[config.mk]
export PLATFORM = sky130hd
export DESIGN_NAME = seven_segment_number_formatter
export DESIGN_NICKNAME = d
export VERILOG_FILES = /design/src/design/ssnf_pkg.sv /design/src/design/seven_segment_number_formatter.sv /design/src/design/ssnf_divider.sv
export SDC_FILE = /design/constraint.sdc
export NUM_CORES = 1
export LEC_CHECK = 0
export ABC_AREA = 1
export BUFFER_PORTS_ARGS = -buffer_cell sky130_fd_sc_hd__buf_2
export CAP_MARGIN = 20
export CORE_MARGIN = 4
export CORE_UTILIZATION = 46
export CTS_CLUSTER_DIAMETER = 100
export DETAILED_ROUTE_END_ITERATION = 10
export PLACE_DENSITY = 0.67
export RECOVER_POWER = 50
export SLEW_MARGIN = 20
export SYNTH_ARGS = -nofsm -noshare
export SYNTH_HDL_FRONTEND = slang
export SYNTH_SLANG_ARGS = --single-unit
[constraint.sdc]
create_clock -name clk -period 8.75 [get_ports clk]
set_input_delay 0.875 -clock clk [delete_from_list [all_inputs] [get_ports clk]]
set_output_delay 0.875 -clock clk [all_outputs]
set_load 0.01 [all_outputs]
[src/design/ssnf_pkg.sv]
`timescale 1ns / 1ps

package ssnf_pkg;

  // display geometry
  localparam int DIGIT_POSITIONS = 4;
  localparam int OUT_POSITIONS   = 4;
  localparam int MAX_POSITIONS   = 8;
  localparam int POS_W           = $clog2(MAX_POSITIONS + 1);

  // field widths
  localparam int VALUE_W  = 32;
  localparam int RADIX_W  = 4;
  localparam int MASK_W   = 4;
  localparam int SEG_W    = 8;
  localparam int ACTION_W = 2;
  localparam int DIV_CNT_W = $clog2(VALUE_W);

  // radix limits
  localparam logic [RADIX_W-1:0] RADIX_MIN   = RADIX_W'(2);
  localparam logic [RADIX_W-1:0] RADIX_MAX   = RADIX_W'(10);
  localparam logic [RADIX_W-1:0] RADIX_RESET = RADIX_W'(10);
  localparam logic [RADIX_W-1:0] RADIX_DEC   = RADIX_W'(10);

  // segment patterns, active low, bit 7 is the point
  localparam logic [SEG_W-1:0] SEG_BLANK      = 8'hFF;
  localparam logic [SEG_W-1:0] SEG_T          = 8'd135;
  localparam logic [SEG_W-1:0] SEG_POINT_KEEP = 8'h7F;

  localparam logic [SEG_W-1:0] GOOD_FRAME [OUT_POSITIONS] = '{8'd233, 8'd209, 8'd225, 8'd167};
  localparam logic [SEG_W-1:0] BAD_FRAME  [OUT_POSITIONS] = '{8'd233, 8'd189, 8'd241, 8'd0};

  typedef enum logic [ACTION_W-1:0] {
    ACT_NUMBER = 2'd0,
    ACT_TLABEL = 2'd1,
    ACT_GOOD   = 2'd2,
    ACT_BAD    = 2'd3
  } action_t;

  typedef enum logic [1:0] {
    ST_IDLE,
    ST_WAIT,
    ST_FINISH
  } state_t;

  function automatic logic [SEG_W-1:0] glyph_of_digit(input logic [RADIX_W-1:0] d);
    logic [SEG_W-1:0] g;
    unique case (d)
      4'd0:    g = 8'd192;
      4'd1:    g = 8'd249;
      4'd2:    g = 8'd164;
      4'd3:    g = 8'd176;
      4'd4:    g = 8'd153;
      4'd5:    g = 8'd146;
      4'd6:    g = 8'd131;
      4'd7:    g = 8'd248;
      4'd8:    g = 8'd128;
      4'd9:    g = 8'd152;
      default: g = SEG_BLANK;
    endcase
    return g;
  endfunction

endpackage

[src/design/seven_segment_number_formatter.sv]
`timescale 1ns / 1ps

// channel   | strobe / accept           | beat
// ----------+---------------------------+----------------------------------------
// request   | start && !busy            | action, value, point_mask
// frame     | done (one cycle)          | seg_pos0..seg_pos3, overflow
// config    | cfg_we                    | cfg_data -> number_base
//
// modes good and bad raise done the cycle after accept
// each digit of mode 0 or mode 1 is one full division on the shared bit-serial
// divider (a quotient bit per restoring step, then the hand-off), so a request
// needs one division per digit: up to four for mode 0, two for mode 1
// busy stays high from accept until the cycle after done
// synchronous reset returns to idle with number_base = 10
// the receiver cannot stall: every frame is shown for exactly one cycle

module seven_segment_number_formatter (
  input  logic                              clk,
  input  logic                              rst,
  input  logic                              start,
  output logic                              busy,
  input  logic [ssnf_pkg::ACTION_W-1:0]     action,
  input  logic [ssnf_pkg::VALUE_W-1:0]      value,
  input  logic [ssnf_pkg::MASK_W-1:0]       point_mask,
  input  logic                              cfg_we,
  input  logic [ssnf_pkg::RADIX_W-1:0]      cfg_data,
  output logic                              done,
  output logic [ssnf_pkg::SEG_W-1:0]        seg_pos0,
  output logic [ssnf_pkg::SEG_W-1:0]        seg_pos1,
  output logic [ssnf_pkg::SEG_W-1:0]        seg_pos2,
  output logic [ssnf_pkg::SEG_W-1:0]        seg_pos3,
  output logic                              overflow
);
  import ssnf_pkg::*;

  state_t                 state;
  state_t                 state_next;

  logic [RADIX_W-1:0]     number_base;
  logic [RADIX_W-1:0]     radix;
  logic [RADIX_W-1:0]     radix_next;
  action_t                mode;
  logic [MASK_W-1:0]      mask;
  logic [POS_W-1:0]       pos;
  logic [POS_W-1:0]       pos_inc;
  logic [SEG_W-1:0]       frame [OUT_POSITIONS];
  logic                   ovf;

  logic                   accept;
  logic                   accept_div;
  logic                   more;
  logic                   div_start;
  logic [VALUE_W-1:0]     div_dividend;
  logic [VALUE_W-1:0]     div_quotient;
  logic [RADIX_W-1:0]     div_remainder;
  logic                   div_done;
  logic                   point_bit;
  logic [SEG_W-1:0]       digit_seg;

  assign accept     = start && !busy;
  // numbers and t-labels go through the divider, fixed patterns do not
  assign accept_div = accept && (action_t'(action) == ACT_NUMBER ||
                                 action_t'(action) == ACT_TLABEL);

  // radix is clamped into 2..10; the t-label always splits by ten
  always_comb begin
    if (action_t'(action) == ACT_TLABEL) begin
      radix_next = RADIX_DEC;
    end else if (number_base < RADIX_MIN) begin
      radix_next = RADIX_MIN;
    end else if (number_base > RADIX_MAX) begin
      radix_next = RADIX_MAX;
    end else begin
      radix_next = number_base;
    end
  end

  assign pos_inc = pos + POS_W'(1);

  // mode 0 stops on a zero quotient or a full display, mode 1 after two digits
  always_comb begin
    if (mode == ACT_NUMBER) begin
      more = (div_quotient != '0) && (pos_inc < POS_W'(DIGIT_POSITIONS));
    end else begin
      more = pos_inc < POS_W'(2);
    end
  end

  // point of the current position, only in mode 0
  always_comb begin
    point_bit = 1'b0;
    for (int i = 0; i < MASK_W; i++) begin
      if (pos == POS_W'(i)) begin
        point_bit = mask[i];
      end
    end
    if (mode != ACT_NUMBER) begin
      point_bit = 1'b0;
    end
  end

  always_comb begin
    digit_seg = glyph_of_digit(div_remainder);
    if (point_bit) begin
      digit_seg = digit_seg & SEG_POINT_KEEP;
    end
  end

  // next state
  always_comb begin
    state_next = state;
    unique case (state)
      ST_IDLE: begin
        if (accept_div) begin
          state_next = ST_WAIT;
        end else if (accept) begin
          state_next = ST_FINISH;
        end
      end
      ST_WAIT: begin
        if (div_done && !more) begin
          state_next = ST_FINISH;
        end
      end
      ST_FINISH: state_next = ST_IDLE;
      default:   state_next = ST_IDLE;
    endcase
  end

  // control outputs
  always_comb begin
    busy         = 1'b1;
    done         = 1'b0;
    div_start    = 1'b0;
    div_dividend = div_quotient;
    unique case (state)
      ST_IDLE: begin
        busy         = 1'b0;
        div_start    = accept_div;
        div_dividend = value;
      end
      ST_WAIT: begin
        div_start = div_done && more;
      end
      ST_FINISH: begin
        done = 1'b1;
      end
      default: begin
        busy = 1'b1;
      end
    endcase
  end

  always_ff @(posedge clk) begin
    if (rst) begin
      state       <= ST_IDLE;
      number_base <= RADIX_RESET;
    end else begin
      state <= state_next;
      if (cfg_we) begin
        number_base <= cfg_data;
      end
    end
  end

  // per-request payload
  always_ff @(posedge clk) begin
    if (accept) begin
      mode  <= action_t'(action);
      mask  <= point_mask;
      radix <= radix_next;
      pos   <= '0;
      ovf   <= 1'b0;
      for (int i = 0; i < OUT_POSITIONS; i++) begin
        unique case (action_t'(action))
          ACT_GOOD:   frame[i] <= GOOD_FRAME[i];
          ACT_BAD:    frame[i] <= BAD_FRAME[i];
          ACT_TLABEL: frame[i] <= (i == OUT_POSITIONS - 1) ? SEG_T : SEG_BLANK;
          default:    frame[i] <= SEG_BLANK;
        endcase
      end
    end else if (state == ST_WAIT && div_done) begin
      for (int i = 0; i < OUT_POSITIONS; i++) begin
        if (pos == POS_W'(i)) begin
          frame[i] <= digit_seg;
        end
      end
      pos <= pos_inc;
      // digits left over once the display is full
      ovf <= (mode == ACT_NUMBER) && !more && (div_quotient != '0);
    end
  end

  ssnf_divider u_divider (
    .clk       (clk),
    .rst       (rst),
    .start     (div_start),
    .dividend  (div_dividend),
    .divisor   (accept ? radix_next : radix),
    .quotient  (div_quotient),
    .remainder (div_remainder),
    .done      (div_done)
  );

  // positions past the configured digit count stay blank
  assign seg_pos0 = (0 < DIGIT_POSITIONS) ? frame[0] : SEG_BLANK;
  assign seg_pos1 = (1 < DIGIT_POSITIONS) ? frame[1] : SEG_BLANK;
  assign seg_pos2 = (2 < DIGIT_POSITIONS) ? frame[2] : SEG_BLANK;
  assign seg_pos3 = (3 < DIGIT_POSITIONS) ? frame[3] : SEG_BLANK;
  assign overflow = ovf;

`ifndef SYNTHESIS
  a_done_pulse: assert property (@(posedge clk) disable iff (rst)
    done |=> !done)
    else $error("done held longer than one cycle");

  a_accept_busy: assert property (@(posedge clk) disable iff (rst)
    (start && !busy) |=> busy)
    else $error("request accepted but block not busy");

  a_div_done_wait: assert property (@(posedge clk) disable iff (rst)
    div_done |-> (state == ST_WAIT))
    else $error("divider finished outside the wait state");

  a_div_start_ctx: assert property (@(posedge clk) disable iff (rst)
    div_start |-> (state == ST_IDLE || (state == ST_WAIT && div_done)))
    else $error("divider started while still running");
`endif

endmodule

[src/design/ssnf_divider.sv]
`timescale 1ns / 1ps

module ssnf_divider (
  input  logic                           clk,
  input  logic                           rst,
  input  logic                           start,
  input  logic [ssnf_pkg::VALUE_W-1:0]   dividend,
  input  logic [ssnf_pkg::RADIX_W-1:0]   divisor,
  output logic [ssnf_pkg::VALUE_W-1:0]   quotient,
  output logic [ssnf_pkg::RADIX_W-1:0]   remainder,
  output logic                           done
);
  import ssnf_pkg::*;

  logic                   run;
  logic [DIV_CNT_W-1:0]   cnt;
  logic [RADIX_W-1:0]     div;
  logic [RADIX_W:0]       rem_sh;
  logic [RADIX_W:0]       diff;
  logic                   fits;

  // one restoring step per cycle, remainder stays below the divisor
  assign rem_sh = {remainder, quotient[VALUE_W-1]};
  assign diff   = rem_sh - {1'b0, div};
  assign fits   = rem_sh >= {1'b0, div};

  always_ff @(posedge clk) begin
    if (rst) begin
      run  <= 1'b0;
      done <= 1'b0;
      cnt  <= '0;
    end else begin
      done <= 1'b0;
      if (start) begin
        run <= 1'b1;
        cnt <= '0;
      end else if (run) begin
        cnt <= cnt + DIV_CNT_W'(1);
        if (cnt == DIV_CNT_W'(VALUE_W - 1)) begin
          run  <= 1'b0;
          done <= 1'b1;
        end
      end
    end
  end

  always_ff @(posedge clk) begin
    if (start) begin
      quotient  <= dividend;
      remainder <= '0;
      div       <= divisor;
    end else if (run) begin
      quotient  <= {quotient[VALUE_W-2:0], fits};
      remainder <= fits ? diff[RADIX_W-1:0] : rem_sh[RADIX_W-1:0];
    end
  end

endmodule
==> impl_metrics.json, run 1 <==
{
  "outcome": "finished clean",
  "worst_slack_ns": 4.360,
  "synthArstFlopShare_pct": 0,
  "yosys.area_share.simple_pct": 25.06,
  "start_util_pct": 47.29,
  "fin_crit_sh_pct": 50.17,
  "grt-ovfl-total": 0,
  "fin_crit_ns": 4.390,
  "synth.area.mux_share_pct": 0,
  "firstDrtPassIters": 6,
  "clock_skew_ns": 0.008923,
  "finalSetupViolCount": 0,
  "clk_latency_ns": 0.37,
  "hold_viol_final": 0,
  "final_max_slew_viol_count": 0,
  "area_growth_pct": 12.56,
  "grt_max_degree": 42,
  "vias_per_cell": 4.866,
  "power_switching_uw": 390.4,
  "hp-class": "reg2reg",
  "die_w_um": 111.0,
  "regArea_um2": 2833,
  "seq_power_share_pct": 52.8,
  "reg2reg_from": "state[1]$_SDFFE_PP0P_",
  "dieArea_um2": 12330,
  "yosysSeqAreaShare_pct": 58.02,
  "die_y_um": 111.0,
  "cpPeakStageDelay_ns": 0.87,
  "rows": 37,
  "cts_htree_levels": 3,
  "synth_compound_area_share_pct": 5.843,
  "synth_top_family_by_area": "simple AND/OR/NAND/NOR gates",
  "max-slew-margin-rel_pct": 22.31,
  "gp_congestion": 0.8713,
  "critical_path.top_delay_family": "simple AND/OR/NAND/NOR gates",
  "cts_buffers": 9,
  "clock_path_buffers": 2,
  "vdd_ir_drop_max_uv": 109.5,
  "root_buffer": "clkbuf_8",
  "synthAdderAreaFrac_pct": 3.998,
  "start_kind": "input port",
  "cellLeakagePower_uw": 0.002443,
  "totalNegativeSetupSlack_ns": 0,
  "synth.largest_area_cell": "edfxtp_1",
  "wire_per_inst_um": 13.11,
  "grt_usage_pct": 16.51,
  "dr.first_iter.drc_count": 194,
  "syn-cell-area_um2": 4882,
  "antenna_cells": 0,
  "cp_cell_sequence": "buf_2, inv_1, nor2_1, inv_1, nor2_1, inv_1, nand2_4, inv_2, nand2_1, inv_1, ha_1, inv_1, nand4_1, nand3_1, nand2_1",
  "pin_count": 81,
  "required_ns": 9.03,
  "final_util_pct": 53.23,
  "fillCellCount": 987,
  "worstMarginPinSlew_ns": 1.161,
  "synth_edf_count": 69,
  "ys_ff_latch": 107,
  "syn_inst": 532,
  "drc_errors": 0,
  "crit_buf_inv": 7,
  "crit_fanout": 41,
  "pwr-share-comb_pct": 23.3,
  "synth_top_area_share_pct": 42.44,
  "crit_arrival_ns": 4.67,
  "worst-setup-path-type": "in2reg",
  "antenna_found_initial": 0,
  "grt_pass1_wl_um": 16530,
  "cp_common_cell": "inv_1",
  "clk_pin_slew_ns": 0.10,
  "ctsResizeCount": 0,
  "final_cell_count_no_fill": 754,
  "grt_setup_unrepaired": "no",
  "fp.coreArea_um2": 10320,
  "cpMaxStageDelayCell": "nor2_1",
  "cp-startpoint": "start",
  "pwr-share-clk_pct": 24.0,
  "grt_pass1_vias": 3621,
  "drtAntennaViolNets": 0,
  "fmax_mhz": 227.8,
  "avgSynthCellArea_um2": 9.177,
  "cts.sinks": 107,
  "end_kind": "flip-flop",
  "synth_cell_types": 40,
  "io_buffers": 80,
  "internal-power_uw": 811.1,
  "synthXorXnorAreaFrac_pct": 0.8970,
  "max_cap_violations": 0,
  "layout-drive-gt1-share_pct": 13.27,
  "drt_wl_total_um": 9886,
  "dp_slack_ns": 4.794,
  "cts_hold_buf": 0,
  "placed_cells": 738,
  "vias": 3669,
  "synthTopCellsByArea": "edfxtp_1, dfxtp_1, nand2_1",
  "multiInputGateArea_um2": 1742,
  "hp-start": "u_divider.cnt[4]$_SDFFE_PP0P_",
  "syn_nets": 593,
  "swShare_pct": 32.49,
  "ys_warn_count": 0,
  "place_hpwl_um": 7385,
  "nNetsFinal": 674,
  "yosys_most_used_dff": "edfxtp_1",
  "hold_ws_ns": 0.4799,
  "cts_tree": "done",
  "power.density_nw_per_um2": 218.6,
  "postCtsSetupBuffers": 0
}
## cell usage in the layout, fill, tap and decap left out, types with 2 or more instances in the layout
cell / instances
a21oi_1: 11
a31oi_1: 3
buf_2: 41
clkbuf_1: 38
clkbuf_8: 9
dfxtp_1: 38
edfxtp_1: 69
ha_1: 14
inv_1: 54
inv_2: 2
inv_6: 5
nand2_1: 187
nand2_2: 12
nand3_1: 20
nand4_1: 8
nor2_1: 49
nor3_1: 4
o21ai_0: 24
o21ai_2: 3
o22ai_1: 2
xor2_1: 4
## path summary, 6_finish.rpt
kind                                                 endpoint  slack [ns]  depth (start not counted)
worst min-delay path            u_divider.cnt[4]$_SDFFE_PP0P_        0.48                          2
worst max register to register           digit_seg[3]$_DFF_P_        4.50                         15
worst min register to register  u_divider.cnt[4]$_SDFFE_PP0P_        0.48                          2
worst max-delay path                     digit_seg[3]$_DFF_P_        4.36                         15
## flip-flops by register name (all words and copies together) (netlist names), 4 cells and up
name	count
u_divider.remainder	4
pos	4
mask	4
u_divider.div	4
u_divider.quotient	32
digit_seg	7
number_base	4
frame	32
radix	4
u_divider.cnt	5
## cell type report
type | instances | share of cell area (%)
clock inverters | 7 | 1.047
inverters | 56 | 3.825
clock buffers | 9 | 2.254
flip-flops and latches | 107 | 51.55
repair buffers | 81 | 6.535
multi-input cells | 358 | 31.69
well taps | 136 | 3.097
## kinds of logic (layout without fill, tap and decap cells)
family / count (synthesis) / count (layout)
AOI/OAI and AO/OA: 49 / 49
adders and majority gates: 15 / 15
and+or+nand+nor: 289 / 289
DFF: 107 / 107
xor gates and xnor gates: 5 / 5
buffers and inverters: 67 / 153
## Yosys cell counts (3+ instances only)
cell type  number
nand4_1         8
inv_1          53
inv_2           3
a31oi_1         3
nand2_2        13
edfxtp_1       69
dfxtp_1        38
nand3_1        20
clkbuf_1        3
ha_1           14
nor3_1          4
nor2_1         48
xor2_1          4
nand2_1       186
a21oi_1        11
buf_2           3
o21ai_0        25
## power by group through the flow
stage | registers, uW | logic (uW) | clock network [uW]
after floorplan | 644 | 212 | 0
after global placement | 644 | 278 | 0
after detailed placement | 645 | 284 | 0
after CTS | 634 | 285 | 294
after global routing | 641 | 325 | 321
final | 634 | 279 | 288
## worst reg2reg max path, cell delays in order, from the launching register on
cell and delay, ns:
dfxtp_1 0.34, nor2_1 0.10, inv_1 0.05, nor2_1 0.86
inv_1 0.44, nor2_1 0.25, inv_1 0.31, nand2_4 0.49
inv_2 0.37, nand2_1 0.24, inv_1 0.09, ha_1 0.30
inv_1 0.06, nand4_1 0.10, nand3_1 0.11, nand2_1 0.05
## stage by stage
stage | power, uW | instance area [um2]
after floorplan | 855.9 | 4882
after global placement | 921.4 | 5373
after detailed placement | 929.3 | 5373
after CTS | 1213 | 5554
after global routing | 1287 | 5495
final | 1202 | 5495
## per-layer routing
layer,vias up,wire length [um],global-route usage [%]
li1,1893,-,-
met1,1646,4483,20.92
met2,113,4547,27.39
met3,17,631,3.985
met4,0,224,6.407
met5,-,0,0
No activity file was read; power rests on OpenSTA's default activity.
==> run 2, diff against run 1 <==
clock period = 4.5 ns   (was 8.75 ns; I/O delays follow)
==> impl_metrics.json, run 2 (same netlist as run 1, synthesis figures left out) <==
{
  "drc_errors": 0,
  "grt_pass1_wl_um": 16570,
  "drt_wl_total_um": 9919,
  "use_met3_pct": 4.585,
  "start_kind": "flip-flop",
  "cts_buffers": 9,
  "cts.sinks": 107,
  "met2_usage_pct": 27.27,
  "end_kind": "flip-flop",
  "hp-class": "in2reg",
  "outcome": "finished clean",
  "cpPeakStageDelay_ns": 0.47,
  "firstDrtPassIters": 5,
  "finalSetupViolCount": 0,
  "dieArea_um2": 12330,
  "hold_ws_ns": 0.2550,
  "vias": 3665,
  "pwr-share-clk_pct": 25.3,
  "cp_common_cell": "inv_1",
  "area_growth_pct": 13.02,
  "ctsResizeCount": 0,
  "gp_congestion": 0.8537,
  "use_met1_pct": 20.60,
  "fillCellCount": 995,
  "cts_htree_levels": 3,
  "vdd_ir_drop_max_uv": 201.0,
  "cellLeakagePower_uw": 0.002446,
  "grt-ovfl-total": 0,
  "nNetsFinal": 674,
  "required_ns": 4.78,
  "regArea_um2": 2833,
  "power.density_nw_per_um2": 430.8,
  "postCtsSetupBuffers": 0,
  "cp_cell_sequence": "nor2_1, inv_1, nor2_4, inv_1, nor2_1, inv_1, nand2_4, inv_2, nand2_1, inv_1, ha_1, inv_1, nand4_1, nand3_1, nand2_1",
  "drtAntennaViolNets": 0,
  "cts_tree": "done",
  "rows": 37,
  "antenna_found_initial": 0,
  "multiInputGateArea_um2": 1744,
  "grt_pass1_vias": 3629,
  "grt_setup_unrepaired": "no",
  "root_buffer": "clkbuf_8",
  "vias_per_cell": 4.861,
  "internal-power_uw": 1625,
  "worstMarginPinSlew_ns": 0.5991,
  "dr.first_iter.drc_count": 159,
  "crit_buf_inv": 6,
  "clock_path_buffers": 2,
  "critical_path.top_delay_family": "simple AND/OR/NAND/NOR gates",
  "layout_commonest_cell": "nand2_1",
  "grt_max_degree": 42,
  "globalRoute.busiestLayer": "met2",
  "max-slew-margin-rel_pct": 60.02,
  "final_max_slew_viol_count": 0,
  "clk_pin_slew_ns": 0.10,
  "io_buffers": 80,
  "cts_hold_buf": 0,
  "cpMaxStageDelayCell": "nand2_4",
  "fp.coreArea_um2": 10320,
  "pwr-share-comb_pct": 22.9,
  "final_cell_mix": "nand2_1, edfxtp_1, inv_1",
  "clock_skew_ns": 0.005012,
  "power.total_uw": 2377,
  "crit_arrival_ns": 3.77,
  "die_w_um": 111.0,
  "die_y_um": 111.0,
  "fmax_mhz": 286.0,
  "start_util_pct": 47.29,
  "crit_fanout": 41,
  "wire_per_inst_um": 13.16,
  "place_hpwl_um": 7420,
  "pin_count": 81,
  "power_switching_uw": 752.1,
  "layout-drive-gt1-share_pct": 13.43,
  "hold_viol_final": 0,
  "worst-setup-path-type": "reg2reg",
  "grt_usage_pct": 16.50,
  "seq_power_share_pct": 51.8,
  "totalNegativeSetupSlack_ns": 0,
  "antenna_cells": 0,
  "swShare_pct": 31.64,
  "fin_crit_sh_pct": 77.69,
  "fin_crit_ns": 3.496,
  "max_cap_violations": 0,
  "clk_latency_ns": 0.37
}
## run 2: changes by cell type in the layout (fill, tap and decap cells not counted), sizes merged
cell	change
bufinv	+1
clkinv	+1
clkinvlp	+2
inv	-4
## run 2: power groups by stage
stage	Sequential, uW	Clock, uW	Combinational, uW
2_1_floorplan	1250	0	411
3_3_place_gp	1250	0	541
3_5_place_dp	1250	0	552
4_1_cts	1230	613	556
5_1_grt	1250	660	635
6_report	1230	602	544
## run 2: path summary, 6_finish.rpt
| kind | slack (ns) | endpoint | cells past startpoint | start |
|---|---|---|---|---|
| setup / recovery | 1.00 | digit_seg[3]$_DFF_P_ | 15 | state[0]$_SDFFE_PP0P_ |
| setup reg to reg | 1.00 | digit_seg[3]$_DFF_P_ | 15 | state[0]$_SDFFE_PP0P_ |
| hold reg to reg | 0.48 | u_divider.cnt[4]$_SDFFE_PP0P_ | 2 | u_divider.cnt[4]$_SDFFE_PP0P_ |
| hold / removal | 0.25 | mask[1]$_DFFE_PP_ | 1 | point_mask[1] |
## run 2: worst register-to-register path: stages (launching register included)
cell	delay (ns)
dfxtp_1	0.35
nor2_1	0.10
inv_1	0.08
nor2_4	0.33
inv_1	0.29
nor2_1	0.19
inv_1	0.29
nand2_4	0.48
inv_2	0.35
nand2_1	0.23
inv_1	0.09
ha_1	0.29
inv_1	0.06
nand4_1	0.11
nand3_1	0.12
nand2_1	0.05
## run 2: stage by stage
stage               instance area (um2)  instances  util, %  setup slack [ns]
CTS                                5573        754    53.98             1.124
finish                             5518        754    53.45             1.004
detailed placement                 5373        738    52.04             1.006
global placement                   5373        738    52.04             1.148
floorplan                          4882        532        -            0.4682
global route                       5518        754    53.45            0.5349
## run 2: cell type report
type	instances	share of cell area, %
Sequential cell	107	51.34
Multi-Input combinational cell	358	31.61
Timing Repair Buffer	81	6.531
Inverter	56	3.810
Tap cell	136	3.084
Clock buffer	9	2.245
Clock inverter	7	1.383
## run 2: per-layer routing
metal | vias to the layer above | share of wire (%)
li1 | 1881 | -
met1 | 1644 | 44
met2 | 120 | 46
met3 | 20 | 7.1
met4 | 0 | 2.4
met5 | - | 0
